**src/rtl/avclp_pkg.sv**
```systemverilog
package avclp_pkg;

    // chunk kind, one-hot
    typedef enum logic [2:0] {
        MODE_SKIP   = 3'b001,
        MODE_HEADER = 3'b010,
        MODE_DATA   = 3'b100
    } mode_t;

    // parse phase inside a chunk, one-hot
    typedef enum logic [3:0] {
        PH_PRE   = 4'b0001,
        PH_START = 4'b0010,
        PH_LEN   = 4'b0100,
        PH_PAY   = 4'b1000
    } phase_t;

    // result handed from the parser to the output buffer
    typedef struct packed {
        logic       load;
        logic       start_code;
        logic [7:0] data;
    } res_t;

    localparam int DATA_MIN_LEN    = 4;
    localparam int HDR_MIN_LEN     = 10;
    localparam int HDR_SIZE_POS    = 8;
    localparam int HDR_SPS_POS     = 9;
    localparam int DATA_PRE_END    = 3;
    localparam int START_CODE_LEN  = 4;

    localparam logic [2:0] LFS_RESET      = 3'd4;
    localparam logic [2:0] LFS_SHORT      = 3'd2;
    localparam logic [2:0] HDR_FIELD_SIZE = 3'd2;
    localparam logic [1:0] NAL_SIZE_MASK  = 2'h3;
    localparam logic [4:0] SPS_COUNT_MASK = 5'h1F;
    localparam logic [8:0] PPS_UNREAD     = 9'h1FF;
    localparam logic [7:0] START_CODE_END = 8'h01;

endpackage

```
**src/rtl/avclp_parser.sv**
```systemverilog
module avclp_parser #(
    parameter int CHUNK_LENGTH_BITS = 24
) (
    input  logic                         clk,
    input  logic                         rst_n,
    input  logic                         in_valid,
    output logic                         in_ready,
    input  logic [7:0]                   data_byte,
    input  logic                         first_byte,
    input  logic [CHUNK_LENGTH_BITS-1:0] chunk_length,
    input  logic                         header_enable,
    input  logic                         out_free,
    output avclp_pkg::res_t              res
);
    import avclp_pkg::*;

    localparam int CLB = CHUNK_LENGTH_BITS;

    // input register
    logic           vld_reg;
    logic [7:0]     byte_reg;
    logic           first_reg;
    logic [CLB-1:0] len_reg;
    logic           hen_reg;

    // parse state
    logic [CLB-1:0] pos_reg, pos_next;
    mode_t          mode_reg, mode_next;
    logic [2:0]     lfs_reg, lfs_next;
    phase_t         phase_reg, phase_next;
    logic [31:0]    acc_reg, acc_next;
    logic [2:0]     lbl_reg, lbl_next;
    logic [CLB-1:0] pay_reg, pay_next;
    logic [4:0]     sps_reg, sps_next;
    logic [8:0]     pps_reg, pps_next;

    logic           adv;
    logic [CLB-1:0] pos_inc;
    logic [2:0]     fsz;
    logic [CLB:0]   field_end;
    logic [31:0]    acc_shift;
    logic [2:0]     lbl_dec;
    logic [32:0]    unit_end;
    logic           overrun;
    logic [CLB-1:0] pay_dec;

    assign adv      = vld_reg && out_free;
    assign in_ready = !vld_reg || out_free;

    always_ff @(posedge clk or negedge rst_n)
    begin
        if (!rst_n)
        begin
            vld_reg <= 1'b0;
        end
        else if (in_ready)
        begin
            vld_reg <= in_valid;
        end
    end

    always_ff @(posedge clk)
    begin
        if (in_ready && in_valid)
        begin
            byte_reg  <= data_byte;
            first_reg <= first_byte;
            len_reg   <= chunk_length;
            hen_reg   <= header_enable;
        end
    end

    always_ff @(posedge clk or negedge rst_n)
    begin
        if (!rst_n)
        begin
            pos_reg   <= '0;
            mode_reg  <= MODE_SKIP;
            lfs_reg   <= LFS_RESET;
            phase_reg <= PH_PRE;
            acc_reg   <= '0;
            lbl_reg   <= '0;
            pay_reg   <= '0;
            sps_reg   <= '0;
            pps_reg   <= PPS_UNREAD;
        end
        else
        begin
            pos_reg   <= pos_next;
            mode_reg  <= mode_next;
            lfs_reg   <= lfs_next;
            phase_reg <= phase_next;
            acc_reg   <= acc_next;
            lbl_reg   <= lbl_next;
            pay_reg   <= pay_next;
            sps_reg   <= sps_next;
            pps_reg   <= pps_next;
        end
    end

    // saturating position
    assign pos_inc   = (pos_reg == '1) ? pos_reg : pos_reg + CLB'(1);
    assign fsz       = (mode_reg == MODE_HEADER) ? HDR_FIELD_SIZE : lfs_reg;
    assign field_end = {1'b0, pos_reg} + (CLB+1)'(fsz);
    assign acc_shift = {acc_reg[23:0], byte_reg};
    assign lbl_dec   = (lbl_reg != 3'd0) ? lbl_reg - 3'd1 : 3'd0;
    assign unit_end  = 33'(pos_reg) + 33'd1 + {1'b0, acc_shift};
    assign overrun   = acc_shift[31] || (unit_end > 33'(len_reg));
    assign pay_dec   = (pay_reg != '0) ? pay_reg - CLB'(1) : '0;

    always_comb
    begin
        pos_next   = pos_reg;
        mode_next  = mode_reg;
        lfs_next   = lfs_reg;
        phase_next = phase_reg;
        acc_next   = acc_reg;
        lbl_next   = lbl_reg;
        pay_next   = pay_reg;
        sps_next   = sps_reg;
        pps_next   = pps_reg;
        res        = '0;

        if (adv)
        begin
            pos_next = pos_inc;
            if (first_reg)
            begin
                // new chunk, even in the middle of one
                pos_next   = CLB'(1);
                phase_next = PH_PRE;
                acc_next   = '0;
                lbl_next   = '0;
                pay_next   = '0;
                if (len_reg < CLB'(DATA_MIN_LEN))
                begin
                    mode_next = MODE_SKIP;
                end
                else if (byte_reg == 8'h00)
                begin
                    mode_next = (len_reg >= CLB'(HDR_MIN_LEN) && hen_reg)
                                ? MODE_HEADER : MODE_SKIP;
                end
                else
                begin
                    mode_next = MODE_DATA;
                    lfs_next  = (lfs_reg == LFS_SHORT) ? LFS_SHORT : LFS_RESET;
                end
            end
            else if (mode_reg != MODE_SKIP && pos_reg < len_reg)
            begin
                unique case (phase_reg)
                    PH_PRE:
                    begin
                        if (mode_reg == MODE_HEADER)
                        begin
                            if (pos_reg == CLB'(HDR_SIZE_POS))
                            begin
                                lfs_next = {1'b0, byte_reg[1:0] & NAL_SIZE_MASK} + 3'd1;
                            end
                            if (pos_reg == CLB'(HDR_SPS_POS))
                            begin
                                sps_next   = byte_reg[4:0] & SPS_COUNT_MASK;
                                pps_next   = PPS_UNREAD;
                                phase_next = PH_START;
                            end
                        end
                        else if (pos_reg == CLB'(DATA_PRE_END))
                        begin
                            phase_next = PH_START;
                        end
                    end
                    PH_START:
                    begin
                        if (field_end > {1'b0, len_reg})
                        begin
                            mode_next = MODE_SKIP;
                        end
                        else if (mode_reg == MODE_HEADER && sps_reg == '0
                                 && pps_reg == PPS_UNREAD)
                        begin
                            // pps count byte
                            if (byte_reg[7])
                            begin
                                mode_next = MODE_SKIP;
                            end
                            else
                            begin
                                pps_next = {1'b0, byte_reg};
                            end
                        end
                        else if (mode_reg == MODE_HEADER && sps_reg == '0
                                 && pps_reg == '0)
                        begin
                            // all parameter sets copied
                            mode_next = MODE_SKIP;
                        end
                        else
                        begin
                            if (mode_reg == MODE_HEADER)
                            begin
                                if (sps_reg != '0)
                                begin
                                    sps_next = sps_reg - 5'd1;
                                end
                                else
                                begin
                                    pps_next = pps_reg - 9'd1;
                                end
                            end
                            acc_next   = {24'd0, byte_reg};
                            lbl_next   = fsz - 3'd1;
                            phase_next = PH_LEN;
                        end
                    end
                    PH_LEN:
                    begin
                        acc_next = acc_shift;
                        lbl_next = lbl_dec;
                        if (lbl_dec == 3'd0)
                        begin
                            if (overrun)
                            begin
                                mode_next = MODE_SKIP;
                            end
                            else
                            begin
                                res.load       = 1'b1;
                                res.start_code = 1'b1;
                                pay_next       = acc_shift[CLB-1:0];
                                phase_next     = (acc_shift != '0) ? PH_PAY : PH_START;
                            end
                        end
                    end
                    PH_PAY:
                    begin
                        res.load = 1'b1;
                        res.data = byte_reg;
                        pay_next = pay_dec;
                        if (pay_dec == '0)
                        begin
                            phase_next = PH_START;
                        end
                    end
                    default:
                    begin
                        phase_next = PH_START;
                    end
                endcase
            end
        end
    end

endmodule

```
**src/rtl/avclp_out_buf.sv**
```systemverilog
module avclp_out_buf (
    input  logic            clk,
    input  logic            rst_n,
    input  avclp_pkg::res_t res,
    output logic            out_free,
    output logic            m_tvalid,
    input  logic            m_tready,
    output logic [7:0]      m_tdata,
    output logic            m_tlast
);
    import avclp_pkg::*;

    // results still to send for the buffered item
    logic [2:0] cnt_reg, cnt_next;
    logic       sc_reg;
    logic [7:0] byte_reg;
    logic       fire;

    assign fire     = m_tvalid && m_tready;
    assign out_free = (cnt_reg == 3'd0) || (cnt_reg == 3'd1 && m_tready);
    assign m_tvalid = (cnt_reg != 3'd0);
    assign m_tlast  = (cnt_reg == 3'd1);
    assign m_tdata  = sc_reg ? ((cnt_reg == 3'd1) ? START_CODE_END : 8'h00) : byte_reg;

    always_comb
    begin
        cnt_next = cnt_reg;
        if (res.load)
        begin
            cnt_next = res.start_code ? 3'(START_CODE_LEN) : 3'd1;
        end
        else if (fire)
        begin
            cnt_next = cnt_reg - 3'd1;
        end
    end

    always_ff @(posedge clk or negedge rst_n)
    begin
        if (!rst_n)
        begin
            cnt_reg <= '0;
        end
        else
        begin
            cnt_reg <= cnt_next;
        end
    end

    always_ff @(posedge clk)
    begin
        if (res.load)
        begin
            sc_reg   <= res.start_code;
            byte_reg <= res.data;
        end
    end

endmodule

```
**src/rtl/avc_length_prefix_to_start_code_top.sv**
```systemverilog
// Length-prefixed H.264 to start-code converter. Chunk bytes enter one per
// transfer on the s_ side, with the chunk length in s_tdata and the first-byte
// and header-enable flags in s_tuser; header_enable counts only on a chunk's
// first byte. A header chunk (first byte 0, at least 10 bytes, headers on)
// yields every SPS and PPS behind 00 00 00 01; a chunk of 4 or more bytes
// with a nonzero first byte yields its NAL units behind 00 00 00 01. Units
// that overrun the chunk, or whose length is 2^31 or more, end the chunk
// silently. Each output run closes with m_tlast. Rate: one input byte per
// cycle while output is taken; the last length byte of a unit holds the
// input while its start code is sent from a single output buffer one byte
// a cycle, the next byte waiting in the input register. Input reaches the
// output via the input register and the output buffer. No clearing pass.
module avc_length_prefix_to_start_code_top #(
    parameter int CHUNK_LENGTH_BITS = 24
) (
    input  logic clk,
    input  logic rst_n,
    input  logic s_tvalid,
    output logic s_tready,
    // data_byte [7:0], chunk_length [CHUNK_LENGTH_BITS+7:8], zero pad above
    input  logic [((CHUNK_LENGTH_BITS+15)/8)*8-1:0] s_tdata,
    // first_byte [0], header_enable [1]
    input  logic [1:0] s_tuser,
    output logic m_tvalid,
    input  logic m_tready,
    // out_byte [7:0]
    output logic [7:0] m_tdata,
    // run_last: final byte of the run caused by one input transfer
    output logic m_tlast
);
    import avclp_pkg::*;

    res_t res;
    logic out_free;

    // parser: input register, chunk state and the per-byte step
    avclp_parser #(
        .CHUNK_LENGTH_BITS(CHUNK_LENGTH_BITS)
    ) u_parser (
        .clk          (clk),
        .rst_n        (rst_n),
        .in_valid     (s_tvalid),
        .in_ready     (s_tready),
        .data_byte    (s_tdata[7:0]),
        .first_byte   (s_tuser[0]),
        .chunk_length (s_tdata[CHUNK_LENGTH_BITS+7:8]),
        .header_enable(s_tuser[1]),
        .out_free     (out_free),
        .res          (res)
    );

    // result register: sends a start code or one payload byte
    avclp_out_buf u_out_buf (
        .clk     (clk),
        .rst_n   (rst_n),
        .res     (res),
        .out_free(out_free),
        .m_tvalid(m_tvalid),
        .m_tready(m_tready),
        .m_tdata (m_tdata),
        .m_tlast (m_tlast)
    );

endmodule

```
**config.mk**
```make
export PLATFORM = sky130hd
export DESIGN_NAME = avc_length_prefix_to_start_code_top
export DESIGN_NICKNAME = d
export VERILOG_FILES = /design/src/rtl/avclp_pkg.sv /design/src/rtl/avclp_parser.sv /design/src/rtl/avclp_out_buf.sv /design/src/rtl/avc_length_prefix_to_start_code_top.sv
export SDC_FILE = /design/constraint.sdc
export NUM_CORES = 1
export LEC_CHECK = 0
export BUFFER_PORTS_ARGS = -buffer_cell sky130_fd_sc_hd__buf_2
export CELL_PAD_IN_SITES_DETAIL_PLACEMENT = 0
export CELL_PAD_IN_SITES_GLOBAL_PLACEMENT = 1
export CORE_ASPECT_RATIO = 0.75
export CORE_MARGIN = 4
export CORE_UTILIZATION = 52
export DETAILED_ROUTE_END_ITERATION = 16
export PLACE_DENSITY_LB_ADDON = 0.1
export SETUP_SLACK_MARGIN = 0.2
export SYNTH_ARGS = -nofsm -noshare
export SYNTH_HDL_FRONTEND = slang
export SYNTH_SLANG_ARGS = --single-unit
```
**constraint.sdc**
```tcl
create_clock -name clk -period 9.7 [get_ports clk]
set_input_delay 0.97 -clock clk [delete_from_list [all_inputs] [get_ports clk]]
set_output_delay 0.97 -clock clk [all_outputs]
set_load 0.03 [all_outputs]
```
==> Word-level counts from Yosys, hierarchy flattened <==
Cells that the tools add are included.
{ "word_totals": {"register_bits": 146, "latch_bits": 0, "ramBits": 0, "rom_bits": 0, "in_bits": 38, "output_inout_bits": 11, "wordCells": 201, "n_memories": 0} }
{ "classes": {"add_sub_neg": 11, "n_mul": 0, "n_div": 0, "magnitude_cmp": 5, "n_eq_ne": 38, "shift": 0, "mux": 85, "n_bitwise": 4, "n_reduce_logical": 41} }
{ "ops": {"columns": ["operator", "count"], "rows": [
  ["$mux W24", 12],
  ["$pmux W24 S2", 2],
  ["$mux W3", 28],
  ["$mux W9", 8],
  ["$eq A24 B4 Y1 const B", 2],
  ["$mux W4", 12],
  ["$mux W5", 7],
  ["$add A25 B32 Y33", 1],
  ["$gt A33 B24 Y1", 1],
  ["$reduce_bool A32 Y1", 1],
  ["$mux W10", 3],
  ["$add A24 B1 Y25 const B", 1],
  ["$add A24 B3 Y25", 1],
  ["$gt A25 B24 Y1", 1],
  ["$add A24 B1 Y24 const B", 1],
  ["$eq A24 B2 Y1 const B", 1],
  ["$eq A24 B24 Y1 const B", 1],
  ["$ge A24 B4 Y1 const B", 1],
  ["$logic_not A24 Y1", 1],
  ["$lt A24 B24 Y1", 1],
  ["$lt A24 B3 Y1 const B", 1],
  ["$reduce_bool A24 Y1", 1],
  ["$sub A24 B1 Y24 const B", 1],
  ["$reduce_and A11 Y1", 2],
  ["other kinds (45)", 93]
]} }

==> Logic depth before layout (Yosys ltp) <==
Gate-level depths: netlist (run 1).
{ "logic_depth": {"word_depth": 12, "mapped_depth": 24, "depth_no_buf": 23} }

==> By module <==
Synthesis (run 1) repeated with hierarchy kept, for this count alone.
{ "unflattened": {"hier_cells": 1437, "area_unflattened_um2": 11972.7} }
{ "by_module_without_submodules": {"columns": ["module", "n_inst", "cells_each", "area_per_inst_um2", "seq_area_each_um2"], "rows": [
  ["avclp_parser", 1, 1395, 11433.5, 3538.4],
  ["avclp_out_buf", 1, 42, 539.3, 345.3]
]} }

==> Least setup slack after synthesis (run 1) <==
Ideal clock, no wire load.
{ "synth_timing": {"path_kind": "reg-to-reg", "from": "register u_parser.mode_reg[2]", "to": "register u_parser.sps_reg[4]", "setup_time_ns": 0.120, "arrival_time_ns": 4.902, "required_time_ns": 9.580, "setup_slack_ns": 4.678, "stages_incl_launch_ff": 20, "path_buffers": 1, "period_less_slack_ns": 5.022, "path_cell_list": "dfrtp_1 -> or3b_2 -> and2_1 -> ha_1 -> a21oi_1 -> nor2_1 -> nand3_1 -> nor4_1 -> xor2_1 -> ha_1 -> nand4_1 -> or2_2 -> or4_1 -> a21oi_1 -> a21oi_1 -> nor4_1 -> o21a_1 -> clkbuf_1 -> a21boi_0 -> a41o_1"} }
{ "synth_via": {"elab_chain_cells": 6, "word_cells_on_any_way": 15, "classes_between": "add/sub (1); order compare (1); eq/ne (7); mux (1); reduce/logical (5)"} }
{ "synth_rtl": {"columns": ["element", "line", "rtl"], "rows": [
  ["start, declared", "avclp_parser.sv:28", "mode_t mode_reg, mode_next;"],
  ["start signal, assigned", "avclp_parser.sv:90", "mode_reg <= mode_next;"],
  ["$eq A3 B2 Y1", null, null],
  ["$mux W3", "avclp_parser.sv:103", "assign fsz = (mode_reg == MODE_HEADER) ? HDR_FIELD_SIZE : lfs_reg;"],
  ["$add A24 B3 Y25", "avclp_parser.sv:104", "assign field_end = {1'b0, pos_reg} + (CLB+1)'(fsz);"],
  ["$gt A25 B24 Y1", "avclp_parser.sv:175", "if (field_end > {1'b0, len_reg})"],
  ["$ne A2 B2 Y1 (no line)", null, null],
  ["$reduce_and A11 Y1 (no line) *", null, null],
  ["end signal, assigned", "avclp_parser.sv:96", "sps_reg <= sps_next;"],
  ["end, declared", "avclp_parser.sv:34", "logic [4:0] sps_reg, sps_next;"]
]} }
Mark *: on every way between the ends. The rest lies on a longest branch, timed or not.
A chain may end at the register's enable or synchronous reset.

==> Worst setup path in the final report (run 1) <==
{ "layout_timing": {"from": "register u_parser.byte_reg[0]", "to": "register u_parser.pay_reg[2]"} }
{ "layout_via": {"elab_chain_cells": 5} }
{ "layout_rtl": {"columns": ["element", "line", "rtl"], "rows": [
  ["start, declared", "avclp_parser.sv:21", "logic [7:0] byte_reg;"],
  ["start signal, assigned", "avclp_parser.sv:66", "byte_reg <= data_byte;"],
  ["$add A25 B32 Y33", "avclp_parser.sv:107", "assign unit_end = 33'(pos_reg) + 33'd1 + {1'b0, acc_shift};"],
  ["$gt A33 B24 Y1", "avclp_parser.sv:108", "assign overrun = acc_shift[31] || (unit_end > 33'(len_reg));"],
  ["$logic_or A1 B1 Y1", "avclp_parser.sv:108", null],
  ["$ne A3 B2 Y1 (no line)", null, null],
  ["$reduce_and A5 Y1 (no line)", null, null],
  ["end signal, assigned", "avclp_parser.sv:95", "pay_reg <= pay_next;"],
  ["end, declared", "avclp_parser.sv:33", "logic [CLB-1:0] pay_reg, pay_next;"]
]} }
No other way between the ends.

==> results of run 1 <==
per-stage QoR:
step                      cells  hold WS (ns)
after global routing       1671        0.5482
after floorplan            1349        0.4796
after global placement     1639        0.5170
final                      1671        0.5374
after CTS                  1671        0.5373
after detailed placement   1639        0.5216
power by group through the flow:
stage                     Sequential, uW  Clock, uW  Combinational, uW
after floorplan                      866          0               1420
after global placement               954          0               1770
after detailed placement             956          0               1780
after CTS                            946        657               1790
after global routing                 963        684               2030
final                                950        648               1810
worst paths after layout:
check                      slack (ns)  cells past startpoint            startpoint                   end
min in group asynchronous        0.60                      1                 rst_n  u_parser.pos_reg[23]
hold reg to reg                  0.54                      1   u_parser.lbl_reg[1]   u_parser.lbl_reg[1]
max in group asynchronous        7.88                      2                 rst_n   u_parser.acc_reg[9]
setup reg to reg                 3.79                     22  u_parser.byte_reg[0]   u_parser.pay_reg[2]
setup / recovery                 3.79                     22  u_parser.byte_reg[0]   u_parser.pay_reg[2]
hold / removal                   0.54                      1   u_parser.lbl_reg[1]   u_parser.lbl_reg[1]
synthesized netlist by cell type, types with 11 or more instances:
cell type,count
dfrtp_1,91
inv_1,55
o21a_1,13
ha_1,113
o31ai_1,15
nor2_1,88
nand3_1,48
a22o_1,24
nor3_1,31
a21o_1,28
clkbuf_1,56
a21oi_1,92
and3_1,21
nor2b_1,16
nor4_1,30
o21ai_0,87
nand4_1,36
xnor2_1,46
edfxtp_1,43
nand2_1,160
and2_1,14
xor2_1,33
a31oi_1,11
dfstp_2,12
area by class of cell:
cell class,count,share of cell area [%]
multi-input cells,1081,57.54
flip-flops and latches,146,30.68
clock buffers,20,3.608
well taps,294,2.906
repair buffers,62,2.748
inverters,56,1.661
clock inverters,12,0.8599
worst register-to-register path, cell delays in order, from the launching register on:
cell	delay [ns]
edfxtp_1	0.47
inv_1	0.24
ha_1	0.21
inv_1	0.05
fa_1	0.43
a211oi_1	0.33
o21ai_0	0.29
a21oi_1	0.33
o211ai_1	0.20
nand3_1	0.12
nand2_1	0.07
xor2_1	0.27
ha_1	0.31
a2111oi_0	0.54
nand2_1	0.10
o22ai_1	0.17
a31oi_1	0.08
nor4_2	0.43
and2_1	0.20
and2_2	0.22
o221ai_2	0.12
buf_4	0.25
a221o_1	0.38
metal layers:
layer	track usage [%]	up-vias
li1	-	5038
met1	43.85	5030
met2	39.86	420
met3	5.542	52
met4	6.717	0
met5	0	-
logic make-up after synthesis:
group	count (synthesis)
buffers and inverters	122
flip-flops	146
AND/OR/NAND/NOR	519
XOR/XNOR	79
AO/OA/AOI/OAI	359
adder cells (fa/ha/maj)	115
multiplexers	9
==> flow_summary.toml, run 1 <==
[timing]
rsz0062_at_grt = "false"
worst_slack_ns = 3.787
fin_skew_ns = 0.01897
fin_setup_tns_ns = 0
slew_headroom_pct = 38.12
hold_viol = 0
setup_viol = 0
max_slew.worst_pin.slew_ns = 0.9272
fin_crit_sh_pct = 60.96
min_period_ns = 5.913
slew_violations = 0
fmax_mhz = 169.1

[floorplan]
core-area_um2 = 22050
dieArea_um2 = 24850
die_y_um = 137.5
start_util_pct = 52.75
row_count = 47
io-pin-count = 49
die_w_um = 180.7

[pwr]
p_clk_share_pct = 19.0
peakVddDrop_mv = 0.1882
p_per_area_nw_per_um2 = 269.5
switching_power_uw = 1568
power_leakage_uw = 0.005627
report.power.total_uw = 3411
internal_power_uw = 1843
swShare_pct = 45.97
seq_power_share_pct = 27.9
pwr-share-comb_pct = 53.1

[yosys]
synth-seq-cells = 146
yosys_warnings = 0
synth_area_leaders = "dfrtp_1 20%, ha_1 12%, edfxtp_1 11%, nand2_1 5.2%, a21oi_1 4.0%"
synthArstFlopShare_pct = 70.55
yosysUniqueCellTypes = 86
ys_seq_area_share_pct = 33.39
yosys.area_share.simple_pct = 23.07
synthCells = 1349
synthAdderAreaFrac_pct = 12.50
syn_area_per_cell_um2 = 8.623
synth_edf_count = 43
syn_nets = 1502
synth-xor-area-share_pct = 5.948
synth_mux_area_share_pct = 0.8390
synth_top_family_by_area = "simple AND/OR/NAND/NOR gates"
ys.flop_type = "dfrtp_1"
yosysTopAreaCellShare_pct = 19.58
synth-compound-area-share_pct = 20.20
syn_area_um2 = 11630
synth_largest_area_cell = "dfrtp_1"

[worst_setup_path]
crit_fanout = 24
cp-start-kind = "flop"
cp-end-kind = "flop"
worstPathCellList = "inv_1, ha_1, inv_1, fa_1, a211oi_1, o21ai_0, a21oi_1, o211ai_1, nand3_1, nand2_1, xor2_1, ha_1, a2111oi_0, nand2_1, o22ai_1, a31oi_1, nor4_2, and2_1, and2_2, o221ai_2, buf_4, a221o_1"
worst_ep_required_time_ns = 10.03
critPathTopFamily = "compound AO/OA/AOI/OAI gates"
worstPathBufferInverterCount = 3
crit_slowest_cell = "a2111oi_0"
critical_path_class = "reg -> reg"
critPathArrivalTime_ns = 6.24
cpPeakStageDelay_ns = 0.54

[route]
routed-wl-met2_mm = 14.30
drtIter0Drc = 1112
via_count = 10540
wl_met1_mm = 17.29
postRouteAntennaNets = 0
wl_per_cell_um = 20.92
post-route-drc-count = 0
routed_wl_mm = 34.95
wl_met3_mm = 2.745
firstDrtPassIters = 5
via_per_inst = 6.308
top_layer = "met4"

[grt]
grt-ovfl-total = 0
grt_pass1_vias = 9710
grt_pass1_wl_mm = 55.01
grt_max_degree = 55
grt_usage_pct = 28.14
antenna_found_initial = 0

[layout]
final_util_pct = 57.40
layout_common_cells = "160 x nand2_1, 113 x ha_1, 92 x a21oi_1, 91 x dfrtp_1"
n_fill_cell = 1997
seqCellArea_um2 = 3884
final_layout_size_suffix_gt1_share_pct = 10.31
final_cell_area_um2 = 12660
fin_nets = 1517
syn2layout_area_growth_pct = 8.820
final_common_cell = "nand2_1"
antenna_cells = 0
multi_input_area_um2 = 7283

[clock_network]
postCtsSetupBuffers = 0
numCtsBuffers = 17
worstSkewPairLatency_ns = 0.45
path_clk_slew_ns = 0.07
ctsResizeCount = 0
root_buffer = "clkbuf_16"
cts_max_level = 4
tritoncts = "built"
hold_buffers = 0
clock_sinks = 146
cts_buffer_depth = 2

[job]
drv_cap = 0

[place]
io_buffers = 48
post-place-ws_ns = 3.850
dp_hpwl_mm = 25.95
post_dp_cell_area_um2 = 12090
gp_congestion = 0.9649

[worst_hold_path]
hold_class = "reg -> reg"

[status]
run_status = "finished clean"
No activity file was read; power rests on OpenSTA's default activity.
==> run 2: changes to the inputs <==
--- a/config.mk
+++ b/config.mk
@@ -10,7 +10,7 @@
 export CELL_PAD_IN_SITES_GLOBAL_PLACEMENT = 1
 export CORE_ASPECT_RATIO = 0.75
 export CORE_MARGIN = 4
-export CORE_UTILIZATION = 52
+export CORE_UTILIZATION = 49
 export DETAILED_ROUTE_END_ITERATION = 16
 export PLACE_DENSITY_LB_ADDON = 0.1
 export SETUP_SLACK_MARGIN = 0.2
==> constraint.sdc (replaced) <==
create_clock -name clk -period 5.7 [get_ports clk]
set_input_delay 0.57 -clock clk [delete_from_list [all_inputs] [get_ports clk]]
set_output_delay 0.57 -clock clk [all_outputs]
set_load 0.03 [all_outputs]
==> run 2 against run 1 <==
Effect of this change: cell area increased by 2.4%; combinational power increased by 80%; core utilization decreased by 1.5 points; via count increased by 1.0%; setup slack got worse by 3.4 ns.
==> flow_summary.toml, run 2 (synthesis results as in run 1) <==
[status]
run_status = "finished clean"

[floorplan]
dieArea_um2 = 26290
die_w_um = 185.9
row_count = 48
core-area_um2 = 23180
die_y_um = 141.4
io-pin-count = 49
start_util_pct = 50.18

[worst_setup_path]
crit_fanout = 5
critical_path_class = "reg -> reg"
cp-end-kind = "flop"
critPathArrivalTime_ns = 5.60
r2r_slack_ns = 0.42
cp-start-kind = "flop"
worst_ep_required_time_ns = 6.02

[timing]
slew_violations = 0
hold_viol = 0
rsz0062_at_grt = "false"
worst_hold_slack_ns = 0.1365
setup_viol = 0
slew_headroom_pct = 17.50
min_period_ns = 5.281
fin_setup_tns_ns = 0
max_slew.worst_pin.slew_ns = 1.226
fin_skew_ns = 0.01978
fmax_mhz = 189.4
fin_crit_sh_pct = 92.64

[pwr]
switching_power_uw = 2718
p_per_area_nw_per_um2 = 454.6
swShare_pct = 46.11
peakVddDrop_mv = 0.3293
pwr-share-comb_pct = 55.1
internal_power_uw = 3177
seq_power_share_pct = 26.5
p_clk_share_pct = 18.3
power_leakage_uw = 0.005811

[layout]
syn2layout_area_growth_pct = 11.48
final_common_cell = "nand2_1"
final_cell_area_um2 = 12970
antenna_cells = 0
layout_common_cells = "160 x nand2_1, 113 x ha_1, 92 x a21oi_1, 91 x dfrtp_1"
fin_nets = 1552
final_layout_size_suffix_gt1_share_pct = 13.10
final_util_pct = 55.94

[clock_network]
clock_sinks = 146
root_buffer = "clkbuf_16"
worstSkewPairLatency_ns = 0.44
path_clk_slew_ns = 0.07
tritoncts = "built"
cts_max_level = 4
numCtsBuffers = 17
cts_buffer_depth = 2

[grt]
grt_pass1_vias = 9751
grt-ovfl-total = 0
grt_usage_pct = 27.83
antenna_found_initial = 0
grt_pass1_wl_mm = 56.84
grt_max_degree = 65

[worst_hold_path]
hold_class = "in -> async"

[route]
drtIter0Drc = 1089
postRouteAntennaNets = 0
via_count = 10650
post-route-drc-count = 0
firstDrtPassIters = 5
routed_wl_mm = 36.37
via_per_inst = 6.218
wl_per_cell_um = 21.25

[job]
drv_cap = 0

[place]
gp_congestion = 0.9881
dp_hpwl_mm = 27.60
io_buffers = 48
post_dp_cell_area_um2 = 12340
run 2: metal layers:
metal	global-route usage [%]	vias to the layer above	share of wire, %
met3	6.971	45	8.8
met2	37.68	458	40
met1	44.29	5062	49
met5	0	-	0
li1	-	5080	-
met4	5.864	0	1.8
run 2: metrics by stage:
| stage | std cells | power, uW | setup slack [ns] |
|---|---|---|---|
| after global routing | 1712 | 6374 | 0.1861 |
| after detailed placement | 1677 | 4748 | 0.2280 |
| final | 1712 | 5896 | 0.4193 |
| after CTS | 1709 | 5860 | 0.2046 |
| after floorplan | 1349 | 3888 | 0.6779 |
| after global placement | 1677 | 4703 | 0.3827 |
run 2: power groups by stage:
stage	clock (uW)	sequential (uW)	combinational, uW
final	1080	1560	3250
after global routing	1160	1590	3630
after CTS	1100	1560	3200
after detailed placement	0	1570	3170
after global placement	0	1570	3130
after floorplan	0	1470	2410
run 2: final cells by class:
type	count	area, um2
multi-input combinational	1081	7315
tap	300	375.4
clock buffer	19	442.9
inverter	56	210.2
fill	2105	10210
timing repair buffer	97	628.1
clock inverter	13	112.6
sequential	146	3884
run 2: worst paths after layout:
check                                          start                    to  depth (start not counted)
worst max-delay path            u_parser.mode_reg[2]  u_parser.mode_reg[1]                         20
worst min-delay path                           rst_n  u_parser.pos_reg[21]                          1
worst max register to register  u_parser.mode_reg[2]  u_parser.mode_reg[1]                         20
worst min register to register   u_parser.lfs_reg[2]   u_parser.lfs_reg[2]                          2
max in group asynchronous                      rst_n  u_parser.acc_reg[19]                          2
min in group clk                         s_tdata[16]   u_parser.len_reg[8]                          1
run 2: critical path, cell delays in order, from the launching register on:
cell and delay, ns:
dfrtp_1 0.41, or3b_2 0.54, nand2b_1 0.13, inv_1 0.08, fa_1 0.43, nor2b_1 0.14
o21ai_1 0.14, nor2_2 0.21, nand3_1 0.16, nor2_1 0.17, xor2_1 0.12, ha_1 0.31
nand4_1 0.12, or2_2 0.33, or4_1 0.52, a21oi_1 0.16, a21oi_1 0.12, or3_1 0.45
a21oi_1 0.19, a211oi_1 0.11, mux2_2 0.33
run 2: repair_timing:
| action | CTS | global route |
|---|---|---|
| hold buffers | 0 | 0 |
| gates resized for setup | 0 | 15 |
| endpoints found under the setup margin | 0 | 82 |
| buffers inserted | 0 | 3 |
